File: config.mk
export PLATFORM = sky130hd
export DESIGN_NAME = prdu_isqrt
export DESIGN_NICKNAME = d
export VERILOG_FILES = /design/src/hdl/prdu_pkg.sv /design/src/hdl/prdu_isqrt.sv
export SDC_FILE = /design/constraint.sdc
export NUM_CORES = 2
export LEC_CHECK = 0
export BUFFER_PORTS_ARGS = -buffer_cell sky130_fd_sc_hd__buf_2
export CAP_MARGIN = 20
export CELL_PAD_IN_SITES_DETAIL_PLACEMENT = 1
export CELL_PAD_IN_SITES_GLOBAL_PLACEMENT = 2
export CORE_MARGIN = 8
export CORE_UTILIZATION = 40
export DETAILED_ROUTE_END_ITERATION = 8
export GPL_ROUTABILITY_DRIVEN = 0
export GPL_TIMING_DRIVEN = 0
export HOLD_SLACK_MARGIN = 0.12
export PLACE_DENSITY = 0.79
export SLEW_MARGIN = 10
export SYNTH_ARGS = -nofsm -noshare
export SYNTH_HDL_FRONTEND = slang
export SYNTH_SLANG_ARGS = --single-unit
File: constraint.sdc
create_clock -name i_clk -period 6.59 [get_ports i_clk]
set_input_delay 0 -clock i_clk [delete_from_list [all_inputs] [get_ports i_clk]]
set_output_delay 0 -clock i_clk [all_outputs]
set_load 0.01 [all_outputs]
File: src/hdl/prdu_pkg.sv
package prdu_pkg;

    localparam int PIXEL_BITS = 12;
    localparam int FRAC_BITS  = 16;

    localparam int COEF_W    = 32;
    localparam int CFG_W     = 64;
    localparam int CFG_IDX_W = 4;

    localparam int PROD_W = COEF_W + PIXEL_BITS + 1;
    localparam int H_W    = COEF_W + PIXEL_BITS + 2;
    localparam int HM_W   = H_W - 1;

    localparam int DIV_STEPS   = 2;
    localparam int QW          = HM_W + FRAC_BITS;
    localparam int HDIV_STAGES = (QW + DIV_STEPS - 1) / DIV_STEPS;
    localparam int HN_W        = HDIV_STAGES * DIV_STEPS;
    localparam int QE_W        = (HN_W > 63) ? HN_W : 63;
    localparam int MQ_W        = 62;
    localparam logic [MQ_W-1:0] Q_SAT = '1;

    localparam int D_W   = 64;
    localparam int DM_W  = D_W - 1;
    localparam int POS_W = 6;
    localparam int M_W   = 31;
    localparam int SQ_W  = 2 * M_W;
    localparam int SUM_W = 64;
    localparam int LEN_W = 32;

    localparam int SQRT_ITERS  = SUM_W / 2;
    localparam int SQRT_STAGES = SQRT_ITERS / DIV_STEPS;

    localparam int UFRAC       = 30;
    localparam int UQ_W        = UFRAC + 1;
    localparam int UDIV_STAGES = UFRAC / DIV_STEPS;

    localparam int DIR_W = 32;
    localparam logic signed [DIR_W-1:0] DIR_ONE = DIR_W'(1) << UFRAC;

    localparam logic [CFG_IDX_W-1:0] REG_ROW0_XY  = CFG_IDX_W'(0);
    localparam logic [CFG_IDX_W-1:0] REG_ROW1_XY  = CFG_IDX_W'(1);
    localparam logic [CFG_IDX_W-1:0] REG_ROW2_XY  = CFG_IDX_W'(2);
    localparam logic [CFG_IDX_W-1:0] REG_ROW3_XY  = CFG_IDX_W'(3);
    localparam logic [CFG_IDX_W-1:0] REG_OFFSET01 = CFG_IDX_W'(4);
    localparam logic [CFG_IDX_W-1:0] REG_OFFSET23 = CFG_IDX_W'(5);
    localparam logic [CFG_IDX_W-1:0] REG_CAM_XY   = CFG_IDX_W'(6);
    localparam logic [CFG_IDX_W-1:0] REG_CAM_Z    = CFG_IDX_W'(7);

    typedef struct packed {
        logic [PIXEL_BITS-1:0] pixel_x;
        logic [PIXEL_BITS-1:0] pixel_y;
    } t_in_word;

    typedef struct packed {
        logic signed [DIR_W-1:0] dir_x;
        logic signed [DIR_W-1:0] dir_y;
        logic signed [DIR_W-1:0] dir_z;
        logic                    degenerate;
    } t_out_word;

    typedef struct packed {
        logic [3:0][COEF_W-1:0] cx;
        logic [3:0][COEF_W-1:0] cy;
        logic [3:0][COEF_W-1:0] off;
        logic [2:0][COEF_W-1:0] pos;
    } t_cfg;

    typedef struct packed {
        logic [3:0][H_W-1:0] h;
    } t_h_word;

    typedef struct packed {
        logic [2:0][D_W-1:0] d;
        logic                deg;
    } t_d_word;

    typedef struct packed {
        logic [SUM_W-1:0]    sum;
        logic [2:0][M_W-1:0] m;
        logic [2:0]          neg;
        logic                deg;
    } t_sq_word;

    typedef struct packed {
        logic [LEN_W-1:0]    len;
        logic [2:0][M_W-1:0] m;
        logic [2:0]          neg;
        logic                deg;
    } t_len_word;

endpackage

File: src/hdl/prdu_isqrt.sv
module prdu_isqrt (
    input  logic                i_clk,
    input  logic                i_rst_n,
    input  logic                i_en,
    input  logic                i_valid,
    input  prdu_pkg::t_sq_word  i_data,
    output logic                o_valid,
    output prdu_pkg::t_len_word o_data
);
    import prdu_pkg::*;

    logic [SUM_W-1:0]    r_v   [SQRT_STAGES+1];
    logic [SUM_W-1:0]    r_res [SQRT_STAGES+1];
    logic [2:0][M_W-1:0] r_m   [SQRT_STAGES+1];
    logic [2:0]          r_neg [SQRT_STAGES+1];
    logic                r_deg [SQRT_STAGES+1];
    logic [SUM_W-1:0]    n_v   [SQRT_STAGES];
    logic [SUM_W-1:0]    n_res [SQRT_STAGES];
    logic [SQRT_STAGES:0] r_valid;

    always_comb begin
        logic [SUM_W-1:0] v;
        logic [SUM_W-1:0] res;
        logic [SUM_W-1:0] sbit;
        for (int s = 0; s < SQRT_STAGES; s++) begin
            v   = r_v[s];
            res = r_res[s];
            for (int k = 0; k < DIV_STEPS; k++) begin
                sbit = SUM_W'(1) << (SUM_W - 2 - 2 * (s * DIV_STEPS + k));
                if (v >= res + sbit) begin
                    v   = v - (res + sbit);
                    res = (res >> 1) + sbit;
                end else begin
                    res = res >> 1;
                end
            end
            n_v[s]   = v;
            n_res[s] = res;
        end
    end

    always_ff @(posedge i_clk) begin
        if (!i_rst_n) begin
            r_valid <= '0;
        end else if (i_en) begin
            r_valid <= {r_valid[SQRT_STAGES-1:0], i_valid};
        end
    end

    always_ff @(posedge i_clk) begin
        if (i_en) begin
            r_v[0]   <= i_data.sum;
            r_res[0] <= '0;
            r_m[0]   <= i_data.m;
            r_neg[0] <= i_data.neg;
            r_deg[0] <= i_data.deg;
            for (int s = 0; s < SQRT_STAGES; s++) begin
                r_v[s+1]   <= n_v[s];
                r_res[s+1] <= n_res[s];
                r_m[s+1]   <= r_m[s];
                r_neg[s+1] <= r_neg[s];
                r_deg[s+1] <= r_deg[s];
            end
        end
    end

    always_comb begin
        o_data.len = r_res[SQRT_STAGES][LEN_W-1:0];
        o_data.m   = r_m[SQRT_STAGES];
        o_data.neg = r_neg[SQRT_STAGES];
        o_data.deg = r_deg[SQRT_STAGES];
    end

    assign o_valid = r_valid[SQRT_STAGES];

endmodule

Word level (Yosys, flattened, before mapping)
Memory sizes are Yosys's and may differ from the RTL's.
Cells that the tools add are included.
{"block": "word_totals", "ff_bits": 17, "mem_bits_rw": 3825, "input_bits": 165, "output_inout_bits": 130, "wordCells": 200, "n_memories": 5}
{"memory": "r_m", "words": 17, "width": 93, "read_ports": 17, "rd_ports_with_merged_regs": 0, "write_ports": 17, "line": "prdu_isqrt.sv:14", "text": "logic [2:0][M_W-1:0] r_m [SQRT_STAGES+1];"}
{"memory": "r_res", "words": 17, "width": 64, "read_ports": 17, "rd_ports_with_merged_regs": 0, "write_ports": 17, "line": "prdu_isqrt.sv:13", "text": "logic [SUM_W-1:0] r_res [SQRT_STAGES+1];"}
{"memory": "r_v", "words": 17, "width": 64, "read_ports": 16, "rd_ports_with_merged_regs": 0, "write_ports": 17, "line": "prdu_isqrt.sv:12", "text": "logic [SUM_W-1:0] r_v [SQRT_STAGES+1];"}
{"memory": "r_neg", "words": 17, "width": 3, "read_ports": 17, "rd_ports_with_merged_regs": 0, "write_ports": 17, "line": "prdu_isqrt.sv:15", "text": "logic [2:0] r_neg [SQRT_STAGES+1];"}
{"memory": "r_deg", "words": 17, "width": 1, "read_ports": 17, "rd_ports_with_merged_regs": 0, "write_ports": 17, "line": "prdu_isqrt.sv:16", "text": "logic r_deg [SQRT_STAGES+1];"}
{"block": "classes", "n_addsub": 96, "n_lt_le_gt_ge": 32, "muxes": 66}
{"cell": "2-to-1 mux 64 bit", "count": 64}
{"cell": "greater-or-equal comparator 64 bit", "count": 32}
{"cell": "subtractor 64 bit", "count": 32}
{"cell": "adder 63 x 1 -> 64 bit (second input constant)", "count": 1}
{"cell": "adder 63 x 11 -> 64 bit (second input constant)", "count": 1}
{"cell": "adder 63 x 13 -> 64 bit (second input constant)", "count": 1}
{"cell": "adder 63 x 15 -> 64 bit (second input constant)", "count": 1}
{"cell": "adder 63 x 17 -> 64 bit (second input constant)", "count": 1}
{"cell": "adder 63 x 19 -> 64 bit (second input constant)", "count": 1}
{"cell": "adder 63 x 21 -> 64 bit (second input constant)", "count": 1}
{"cell": "adder 63 x 23 -> 64 bit (second input constant)", "count": 1}
{"cell": "adder 63 x 25 -> 64 bit (second input constant)", "count": 1}
{"cell": "adder 63 x 27 -> 64 bit (second input constant)", "count": 1}
{"cell": "adder 63 x 29 -> 64 bit (second input constant)", "count": 1}
{"cell": "adder 63 x 3 -> 64 bit (second input constant)", "count": 1}
{"cell": "adder 63 x 31 -> 64 bit (second input constant)", "count": 1}
{"cell": "adder 63 x 33 -> 64 bit (second input constant)", "count": 1}
{"cell": "adder 63 x 35 -> 64 bit (second input constant)", "count": 1}
{"cell": "adder 63 x 37 -> 64 bit (second input constant)", "count": 1}
{"cell": "adder 63 x 39 -> 64 bit (second input constant)", "count": 1}
{"cell": "adder 63 x 41 -> 64 bit (second input constant)", "count": 1}
{"cell": "adder 63 x 43 -> 64 bit (second input constant)", "count": 1}
{"cell": "adder 63 x 45 -> 64 bit (second input constant)", "count": 1}
{"cell": "adder 63 x 47 -> 64 bit (second input constant)", "count": 1}
{"cell": "other kinds (44)", "count": 45}

Logic depth before layout (Yosys ltp)
{"block": "depth", "ltp_word": 6, "mapped_depth": 31, "ltp_nobuf": 27}

Least setup slack after synthesis
OpenSTA, ideal clock, no wires.
{"block": "synth_timing", "path_type": "register to register", "start": "memory r_v[11][52] (netlist: r_v[0][756])", "end": "memory r_v[12][60] (netlist: r_v[0][828]) (data pin)", "setup_ns": 0.263, "t_arrival_ns": 6.205, "required_ns": 6.327, "setup_slack_ns": 0.121, "path_stages_with_launch": 25, "n_path_buf": 3, "synth_period_minus_slack_ns": 6.469, "cell_sequence": "edfxtp_1 > or4_1 > or3_1 > or4_1 > or3_1 > buf_2 > inv_2 > clkbuf_1 > buf_1 > nand2_1 > o31ai_1 > ha_1 > and3_1 > nand2_1 > nor2_1 > a211oi_1 > a21boi_0 > nand3_1 > a21oi_1 > o21ai_0 > and2_1 > or4_1 > nor4b_1 > nand4_1 > xor2_1"}
{"element": "start, declared", "line": "prdu_isqrt.sv:12"}

==> results.json <==
{
  "vias_per_cell": 5.405,
  "clk_path_buf_depth": 4,
  "yosysTopAreaCell": "edfxtp_1",
  "slew_violations": 0,
  "powerDensity_nw_per_um2": 381.6,
  "yosysMostFrequentCell": "edfxtp_1",
  "cp_slowest_stage_delay_ns": 0.59,
  "synth-main-ff-cell": "edfxtp_1",
  "synth-async-reset-ratio_pct": 0,
  "worstPathArrival_ns": 7.10,
  "drt_wl_total_mm": 364.8,
  "hold_viol_final": 0,
  "yosys.cell_types.count": 106,
  "final_nets": 12155,
  "cp_max_fo": 10,
  "ys_seq_area_share_pct": 65.24,
  "clk_pin_slew_worst_paths_ns": 0.05,
  "timing.fmax_mhz": 154.1,
  "die_h_um": 599.3,
  "drv_cap": 0,
  "crit_chain": "or4_4, or3_4, or4_4, or3_4, buf_6, inv_4, buf_8, nor2_1, nor2_1, ha_1, a21o_1, a21oi_1, o21bai_1, a21oi_1, o21ai_1, a211o_1, a21oi_4, o21ai_2, a2111o_1, nor3_4, buf_6, inv_8, buf_8, mux2_1",
  "h-tree-depth": 5,
  "drive_gt1_share_pct": 12.36,
  "synth-edff-count": 2945,
  "clk_latency_ns": 0.92,
  "drc_errors": 0,
  "synth-seq-cells": 2962,
  "grt_max_degree": 178,
  "wl_per_cell_um": 22.50,
  "fin_crit_sh_pct": 98.49,
  "antenna_found_initial": 15,
  "pin_count": 295,
  "cp_top_family": "simple AND/OR/NAND/NOR gates",
  "slew_headroom_pct": 18.62,
  "cts-root-buf": "clkbuf_16",
  "dieArea_um2": 359100,
  "worst-path-buf-inv": 6,
  "vias": 87619,
  "status": "completed",
  "min_period_ns": 6.491,
  "worstSetupPathType": "register to register",
  "p_leak_nw": 58.64,
  "cts_tree": "done",
  "rows": 214,
  "fin_skew_ns": 0.06527,
  "gr-total-overflow": 0,
  "grt_pass1_wl_mm": 551.4,
  "drtPass1Iterations": 5,
  "chipWidth_um": 599.3,
  "synth_area_um2": 136100,
  "synth_top_area_share_pct": 64.99,
  "pre_cts_slack_ns": -3.458,
  "hpwl_mm": 266.6,
  "stdcell_count": 16210,
  "grt_usage_pct": 19.53,
  "core_area_um2": 339200,
  "synthTopCellsByArea": "edfxtp_1 65%, ha_1 5.3%, xnor2_1 3.4%, a21oi_1 2.5%, nor2_1 2.1%",
  "slowest_stage": "or4_4",
  "dp.cells": 15208,
  "synth_common_cells": "2945 x edfxtp_1, 772 x nor2_1, 687 x nand2_1",
  "ant_nets": 0,
  "end_kind": "register",
  "synthToLayoutAreaGrowth_pct": 17.81,
  "cts_made_buffers": 317,
  "cp.required_ns": 7.20,
  "start_util_pct": 40.11,
  "syn_avg_cell_area_um2": 13.14,
  "worst_slack_ns": 0.09921,
  "worstMarginPinSlew_ns": 1.190,
  "synthCells": 10352,
  "synth_nets": 11090,
  "first_global_vias": 92851,
  "hold_path_class": "input pin to register",
  "clock-sinks": 2962,
  "yosysWarnings": 0,
  "first_iter_violations": 5728,
  "setup_viol": 0,
  "startpoint_type": "register",
  "io_buffers": 294,
  "irDropWorstVdd_mv": 0.2730
}
[repair_timing]
item / CTS / global route
setup endpoints to repair: 436 / 421
buffers inserted: 65 / 67
hold buffers: 330 / 0
resized for setup: 310 / 224
cloned: 1 / 3
endpoints found under the hold margin: 521 / 0
pin swaps: 41 / 59
[metrics by stage]
step                      area (um^2)  util [%]  total power, mW  hold WS [ns]  setup TNS (ns)
after floorplan                136100         -            37.21       0.09887               0
after global placement         143200     42.22            43.77        0.1759               -
after detailed placement       143900     42.41            42.66        0.1783         -666.13
after CTS                      159000     46.87            60.97        0.1760               0
after global routing           160300     47.25            64.24        0.2191          -1.719
final                          160300     47.25            61.18        0.2421               0
[report_power, final]
group	switching, mW	leakage [nW]	total (mW)	internal (mW)
Combinational	11.4	25.0	18.7	7.33
Sequential	1.46	28.7	24.9	23.5
Clock	7.55	4.92	17.6	10.0
Total	20.4	58.6	61.2	40.8
[worst paths after layout]
check	start	to	slack [ns]	cells after the start
worst max register to register	r_v[0][757]	r_v[0][800]	0.1	24
worst min register to register	r_m[9][56]	r_m[10][56]	0.39	0
worst min-delay path	i_en	r_m[1][3]	0.24	3
worst max-delay path	r_v[0][757]	r_v[0][800]	0.1	24
[worst register-to-register path: cells and delay by family, from the launching register on]
family                   cells  cell delay [ns]
AO/OA/AOI/OAI                9             1.86
adder cells (fa/ha/maj)      1             0.33
buffers and inverters        6             0.90
flip-flops                   1             0.47
multiplexers                 1             0.34
AND/OR/NAND/NOR              7             2.34
[state kept, by name, indices dropped and copies added, names as in the netlist]
register and cells:
r_res 272, r_valid 17, r_neg 51, r_v 1024, r_m 1581, r_deg 17
[cells by family (layout without fill, tap and decap cells)]
logic type / after synthesis / after routing / synth area share (%)
AOI/OAI and AO/OA: 2113 / 2113 / 9.911
xor gates and xnor gates: 825 / 825 / 5.310
adders and majority gates: 573 / 573 / 5.269
buffers and inverters: 727 / 2045 / 2.070
DFF: 2962 / 2962 / 65.24
muxes: 109 / 109 / 0.8634
other: 0 / 3 / 0
and+or+nand+nor: 3043 / 3044 / 11.33
[cells in the final DEF (no fill, tap or decap), drive strengths merged, types with 44 or more instances in the layout]
cell         instances
a21o               276
clkinv             141
nand2              689
buf                527
o21ai              446
a21oi              670
o21bai              69
o211ai              44
or3                 79
nor2b               97
nor2               773
inv                496
and3                89
nand4              194
and2                62
dlygate4sd3        329
xnor2              523
clkbuf             502
o21a                85
mux2                67
or4                 62
nand2b              75
nor4               236
nor3               244
edfxtp            2945
a31oi               66
xor2               302
nand3              223
o31ai               68
or2                 44
ha                 573
a211oi              69
[area by class of cell]
cell class                      instances  area [um^2]
Inverter                              485         1867
Antenna cell                            3        7.507
Clock buffer                          371         8167
Buffer                                199         1184
Tap cell                             4536         5675
Multi-Input combinational cell       6664        46080
Timing Repair Buffer                  788         6465
Sequential cell                      2962        88780
Fill cell                           34574       178900
Clock inverter                        202         2090
[routing by layer]
layer	share of wire, %	global-route usage, %	wire length, um
met2	51	35.62	185800
met4	3.5	6.545	12920
met3	4.2	2.623	15240
met5	0.0069	0	25
met1	41	23.78	150700
(Power assumes the default switching activity.)
